===== src/rtl/asuc_pkg.sv =====
// ----------------------------------------------------------------------------
// asuc_pkg
// Shared types and constants for the sensor unit converter.
// ----------------------------------------------------------------------------
package asuc_pkg;

    localparam int unsigned KIND_W = 3;
    localparam int unsigned RAW_W  = 12;
    localparam int unsigned OUT_W  = 24;
    localparam int unsigned MV_W   = 12;

    // Width of the restoring-division rows: dividends up to 32990000 (25 bits).
    localparam int unsigned DIV_W  = 25;
    localparam int unsigned DEN_W  = 13;

    typedef enum logic [KIND_W-1:0] {
        KIND_IR     = 3'd0,
        KIND_THERM  = 3'd1,
        KIND_GAS_A  = 3'd2,
        KIND_GAS_B  = 3'd3,
        KIND_ITEMP  = 3'd4,
        KIND_SUPPLY = 3'd5,
        KIND_UNK_A  = 3'd6,
        KIND_UNK_B  = 3'd7
    } t_kind;

    // Post-processing step applied after the first division.
    typedef enum logic [2:0] {
        POST_NONE   = 3'd0,
        POST_THERM  = 3'd1,
        POST_GAS    = 3'd2,
        POST_ITEMP  = 3'd3,
        POST_ZERO   = 3'd4
    } t_post;

    // Item travelling down the divider cells.
    typedef struct packed {
        logic              valid;
        t_post             post;
        logic              neg;     // negate quotient (internal temp); in the first row, marks a final supply result
        logic [DIV_W-1:0]  rem;     // partial remainder
        logic [DIV_W-1:0]  quo;     // dividend shifting out / quotient in
        logic [DEN_W-1:0]  den;
    } t_cell;

endpackage


===== src/rtl/asuc_div_cell.sv =====
// ----------------------------------------------------------------------------
// asuc_div_cell
// One restoring-division step: shift in one dividend bit, subtract, register.
// ----------------------------------------------------------------------------
module asuc_div_cell
    import asuc_pkg::*;
(
    input  logic  i_clk,
    input  logic  i_rst_n,
    input  logic  i_en,
    input  t_cell i_cell,
    output t_cell o_cell
);
    t_cell r_cell;
    t_cell n_cell;
    logic [DIV_W:0] w_try;
    logic [DIV_W:0] w_sub;

    always_comb begin
        n_cell = i_cell;
        w_try  = {i_cell.rem, i_cell.quo[DIV_W-1]};
        w_sub  = w_try - {{(DIV_W+1-DEN_W){1'b0}}, i_cell.den};
        if (!w_sub[DIV_W]) begin
            n_cell.rem = w_sub[DIV_W-1:0];
        end else begin
            n_cell.rem = w_try[DIV_W-1:0];
        end
        n_cell.quo = {i_cell.quo[DIV_W-2:0], ~w_sub[DIV_W]};
    end

    always_ff @(posedge i_clk) begin
        if (!i_rst_n) begin
            r_cell.valid <= 1'b0;
        end else if (i_en) begin
            r_cell.valid <= i_cell.valid;
        end
        if (i_en) begin
            r_cell.post <= n_cell.post;
            r_cell.neg  <= n_cell.neg;
            r_cell.rem  <= n_cell.rem;
            r_cell.quo  <= n_cell.quo;
            r_cell.den  <= n_cell.den;
        end
    end

    assign o_cell = r_cell;
endmodule


===== src/rtl/asuc_div_chain.sv =====
// ----------------------------------------------------------------------------
// asuc_div_chain
// Row of DIV_W division cells; one item enters and one leaves every cycle while i_en is high.
// ----------------------------------------------------------------------------
module asuc_div_chain
    import asuc_pkg::*;
(
    input  logic  i_clk,
    input  logic  i_rst_n,
    input  logic  i_en,
    input  t_cell i_cell,
    output t_cell o_cell
);
    t_cell w_link [DIV_W+1];

    assign w_link[0] = i_cell;

    for (genvar g = 0; g < DIV_W; g++) begin : g_cell
        asuc_div_cell u_cell (
            .i_clk  (i_clk),
            .i_rst_n(i_rst_n),
            .i_en   (i_en),
            .i_cell (w_link[g]),
            .o_cell (w_link[g+1])
        );
    end

    assign o_cell = w_link[DIV_W];
endmodule


===== config.mk =====
export PLATFORM = sky130hd
export DESIGN_NAME = asuc_div_chain
export DESIGN_NICKNAME = d
export VERILOG_FILES = /design/src/rtl/asuc_pkg.sv /design/src/rtl/asuc_div_cell.sv /design/src/rtl/asuc_div_chain.sv
export SDC_FILE = /design/constraint.sdc
export NUM_CORES = 2
export LEC_CHECK = 0
export ABC_AREA = 1
export BUFFER_PORTS_ARGS = -buffer_cell sky130_fd_sc_hd__buf_4
export CAP_MARGIN = 20
export CELL_PAD_IN_SITES_DETAIL_PLACEMENT = 1
export CELL_PAD_IN_SITES_GLOBAL_PLACEMENT = 2
export CORE_MARGIN = 2
export CORE_UTILIZATION = 40
export DETAILED_ROUTE_END_ITERATION = 8
export PLACE_DENSITY = 0.86
export RECOVER_POWER = 25
export SLEW_MARGIN = 5
export SYNTH_ARGS = -nofsm -noshare
export SYNTH_HDL_FRONTEND = slang
export SYNTH_SLANG_ARGS = --single-unit

===== constraint.sdc =====
create_clock -name i_clk -period 3.9 [get_ports i_clk]
set_input_delay 0.195 -clock i_clk [delete_from_list [all_inputs] [get_ports i_clk]]
set_output_delay 0.195 -clock i_clk [all_outputs]
set_load 0.03 [all_outputs]

[After elaboration in Yosys (flattened, before gate mapping)]
Index checks and enable logic that the tools add are counted.
Operators by class
  multiplexer cells: 25
  divide/modulo/power cells: 0
  bitwise logic cells: 25
  add/sub/neg operators: 25
  $mul: 0
  equal/unequal tests: 0
  shift-type cells: 0
  order comparisons: 0
  reduce and logical (&&, ||, !) cells: 0
Operators with widths (count)
  26-bit by 13-bit subtractor with 26-bit output: 25
  25-bit two-way mux: 25
  1-bit inverter: 25
Storage, ports and cells
  bits in latches: 0
  logic and storage cells: 225
  output and inout bits: 68
  flip-flop bits (word level): 1700
  memory bits (writable): 0
  bits in read-only memories: 0
  input port bits: 71
  memories kept: 0

[Logic depth before layout (Yosys ltp)]
  depth after elaboration: 2
  gate-level depth with buffers: 15
  mapped depth without buffers: 14

[Cells and area by module]
From an unflattened synthesis, not the netlist that was laid out.
Unflattened totals
  cell total of the unflattened synthesis: 10764
  area total of the unflattened synthesis: 93438.4 µm²
By module, submodules not included
  asuc_div_cell at g_cell[0].u_cell ...: area an instance 3732.3 µm², cells each 428, times used 11, sequential area each 2031.9 µm²
  asuc_div_cell at g_cell[3].u_cell ...: area an instance 3726.1 µm², cells each 427, times used 7, sequential area each 2031.9 µm²
  asuc_div_cell at g_cell[20].u_cell ...: area an instance 3764.9 µm², cells each 440, times used 6, sequential area each 2031.9 µm²
  asuc_div_cell at g_cell[10].u_cell: area an instance 3711.1 µm², cells each 427, times used 1, sequential area each 2031.9 µm²

[Worst setup path after synthesis]
Ideal clock, no wire load.
  path kind: reg-to-reg
  start point: register g_cell[4].u_cell.r_cell (netlist bit g_cell[4].u_cell.o_cell[0])
  end point: register g_cell[5].u_cell.r_cell (netlist bit g_cell[5].u_cell.o_cell[54]), data pin
  stages on the path, launching flop included: 13
  path buffers: 0
  clock period less this slack: 1.993 ns
  required time: 3.648 ns
  setup slack: 1.907 ns
  library setup time: 0.252 ns
  arrival time: 1.741 ns
  cell sequence: edfxtp_1 > ha_1 > fa_1 > inv_1 > nand3_1 > nand3_1 > nand2_1 > nand2_1 > nand2_1 > nand3b_1 > nand2_1 > nand2_1 > nand2_1
RTL lines
  start: declaration: RTL line asuc_div_cell.sv:14  | t_cell r_cell;
  end: declaration: RTL line asuc_div_cell.sv:14

==> summary.md <==
| Metric | Value |
|---|---|
| Status | `finished, final reports clean` |
| Detailed-route wire length | `254000 um` |
| Post-route clock period utilization | `0.799` |
| Vert. Die Dim | `485 um` |
| Slowest cell on crit path | `dlygate4sd3_1` |
| First-pass GRT wire length | `405000 um` |
| Boundary Pins | `139` |
| Switching power | `18.6 mW` |
| Clock share of power | `0.320` |
| Initial Util | `0.403` |
| Slew HR | `0.442` |
| Area Growth Syn to Fin | `12.1%` |
| Worst Path Max Fanout | `25` |
| Combinational power share | `0.242` |
| HP Class | `input port to register` |
| Die area | `236000 um^2` |
| Crit-path leading delay family | `buffers and inverters` |
| Pleak | `48.2 nW` |
| Mean post-synth cell area | `8.64 um^2` |
| IO Port Bufs | `138` |
| DRC violations left | `0` |
| Mapped Nets | `11100` |
| DR iter-0 viols | `3899` |
| Crit-path most repeated cell | `nand2_1` |
| Final setup fails | `0` |
| DP HPWL | `193000 um` |
| Setup CP Type | `input port to register` |
| Largest net degree at the start of global routing | `114` |
| Arrival @ worst endpoint | `3.69 ns` |
| CP Data Required Time | `4.47 ns` |
| # clock sinks | `1700` |
| Layout cells sized above 1 | `0.0593` |
| Worst Tran Pin Value | `0.837 ns` |
| RSZ-0062 raised after global routing | `false` |
| Hold path start | `i_cell[62]` |
| Vias/cell | `4.93` |
| Final worst slack | `0.783 ns` |
| Hold path cells | `5` |
| GRT Util Overall | `0.215` |
| Pre-CTS WS | `1.07 ns` |
| CP peak stage delay | `0.55 ns` |
| R2r startpoint | `g_cell[20].u_cell.o_cell[2]$_DFFE_PP_` |
| Postcts setup bufs | `0` |
| Drt wl/cell | `17.8 um` |
| Core area | `230000 um^2` |
| Vias in the first global route | `73600` |
| DRT Pass-1 Iters | `5` |
| Power Internal | `37.1 mW` |
| Cell Chain, Critical Path | `dlygate4sd3_1 -> clkbuf_1 -> inv_1 -> ha_1 -> a21oi_1 -> nand2_1 -> nor3_2 -> nand2_1 -> nand2_1 -> nand2_4 -> nand2_1 -> dlygate4sd3_1 -> nand2_1 -> dlygate4sd3_1` |
| Skew-Pair Late Insertion Delay | `0.84 ns` |
| Unique masters post-synth | `28` |
| H-tree depth | `4` |
| Reg2reg end | `g_cell[21].u_cell.o_cell[62]$_DFFE_PP_` |
| CTS tree | `built` |
| Worst-case clock buffer depth | `3` |
| Sw Ratio | `0.334` |
| Max FFs per register | `1700` |
| Cells after Synth | `10700` |
| Synthesized area | `92700 um^2` |
| Final Max Slew Viols | `0` |
| Period minus WS final | `3.12 ns` |
| Congestion Overflow GR | `0` |
| Worst VDD drop | `0.377 mV` |
| Hold Vio Cnt, Final | `0` |
| Highest clock rate | `321 MHz` |
| Seq cells post-synth | `1700` |
| Syn. warnings | `0` |
| Register area share after synthesis | `0.548` |
| Global placer's final weighted congestion | `0.897` |
| Power per Cell Area | `537 nW/um^2` |
| Final #Nets | `11500` |
| Setup crit end kind | `register` |
| Max_cap viols | `0` |
| Crit path buf inv count | `5` |
| CTS Buf Count | `190` |
| Worst setup SP type | `input port` |
| WHS | `0.0753 ns` |
| Die W | `485 um` |
| Clock root buffer | `clkbuf_16` |
| Worst R2R Setup Slack | `1.04 ns` |
| Post-DRT Antenna Nets | `0` |
| Row cnt | `176` |
| Clock slew at reported path FFs | `0.06 ns` |
| Hold worst-path end | `g_cell[0].u_cell.o_cell[46]$_DFFE_PP_` |
| Sequential share of power | `0.437` |
| Post-route setup TNS | `0 ns` |
| Worst R2R Path Depth | `14` |
| Initial antenna violation count | `5` |
| Vias | `70200` |
| Setup Skew | `0.0408 ns` |
[layout make-up]
cell class                 instances  area [um^2]
timing repair buffer             255         2310
antenna                            3         7.51
tap                             3026         3790
sequential                      1700        50800
clock inverter                   126         1270
multi-input combinational       7360        34900
fill                           27000       126000
inverter                        1556         5840
clock buffer                     228         4940
[worst max path at each step]
stage	start	to	slack (ns)	depth (start not counted)
floorplan	g_cell[4].u_cell.o_cell[0]$_DFFE_PP_	g_cell[5].u_cell.o_cell[54]$_DFFE_PP_	1.91	12
global placement	g_cell[18].u_cell.o_cell[12]$_DFFE_PP_	g_cell[19].u_cell.o_cell[49]$_DFFE_PP_	1.09	10
detailed placement	g_cell[18].u_cell.o_cell[12]$_DFFE_PP_	g_cell[19].u_cell.o_cell[49]$_DFFE_PP_	1.07	10
CTS	i_cell[8]	g_cell[0].u_cell.o_cell[61]$_DFFE_PP_	0.96	18
global route	i_cell[8]	g_cell[0].u_cell.o_cell[60]$_DFFE_PP_	0.60	18
finish	i_cell[12]	g_cell[0].u_cell.o_cell[60]$_DFFE_PP_	0.78	14
[metal layers]
layer	track usage	up-vias	wire, um
li1	-	34900	-
met1	0.283	34100	116000
met2	0.374	889	124000
met3	0.0250	337	7690
met4	0.0583	2	6500
met5	0	-	18
[per-stage QoR]
stage	power, mW	instance area (um^2)	utilization	std cells
final	55.7	104000	0.451	14300
after global routing	59.1	104000	0.451	14300
after CTS	56.4	104000	0.451	14300
after detailed placement	38.2	96800	0.421	13800
after global placement	37.7	96800	0.421	13800
after floorplan	33.6	92700	-	10700
[worst min-delay path: stages]
cell,delay (ns)
buf_4,0.09
nand2_1,0.08
nand2_4,0.27
nand2_1,0.10
nand2_1,0.05
[cell usage after synthesis, drive strengths merged]
| master | n | area (um^2) |
|---|---|---|
| a21o | 4 | 30.0 |
| a21oi | 160 | 801 |
| and2 | 25 | 156 |
| buf | 100 | 1110 |
| clkbuf | 6 | 22.5 |
| dfxtp | 25 | 500 |
| edfxtp | 1675 | 50300 |
| fa | 25 | 500 |
| ha | 325 | 4070 |
| inv | 1556 | 5840 |
| nand2 | 4788 | 18300 |
| nand3 | 546 | 2850 |
| nand3b | 77 | 578 |
| nand4 | 171 | 1070 |
| nor2 | 767 | 2980 |
| nor3 | 125 | 726 |
| o21ai | 47 | 235 |
| or2 | 21 | 131 |
| xnor2 | 67 | 587 |
| xor2 | 212 | 1860 |
[power groups by stage]
stage / registers (mW) / clock network [mW] / logic [mW]
4_1_cts: 24.4 / 18.4 / 13.6
3_5_place_dp: 24.8 / 0 / 13.4
3_3_place_gp: 24.7 / 0 / 13.0
5_1_grt: 24.6 / 19.1 / 15.5
6_report: 24.4 / 17.8 / 13.5
2_1_floorplan: 23.9 / 0 / 9.65
[what timing repair did]
item                      CTS  global route
resized for setup           0             0
hold endpoints to repair  151             0
hold buffers               87             0
[cells in the final DEF (no fill, tap or decap), types with 32 or more instances in the layout]
cell / n
a21oi_1: 160
buf_4: 116
clkbuf_1: 44
clkbuf_16: 191
clkinv_1: 36
clkinv_2: 32
dlygate4sd3_1: 87
edfxtp_1: 1675
ha_1: 325
inv_1: 1554
nand2_1: 4669
nand2_2: 104
nand3_1: 522
nand3b_1: 77
nand4_1: 171
nor2_1: 729
nor2_2: 36
nor3_1: 105
o21ai_0: 47
xnor2_1: 67
xor2_1: 212
[cell families (layout without fill, tap and decap cells)]
group | count (synthesis) | in the layout | synth area share
flip-flops | 1700 | 1700 | 0.548
adder cells (fa/ha/maj) | 350 | 350 | 0.0493
AO/OA/AOI/OAI | 211 | 211 | 0.0115
other | 0 | 3 | 0
XOR/XNOR | 279 | 279 | 0.0264
buffers and inverters | 1662 | 2165 | 0.0752
AND/OR/NAND/NOR | 6520 | 6520 | 0.290
(Power assumes the default switching activity.)
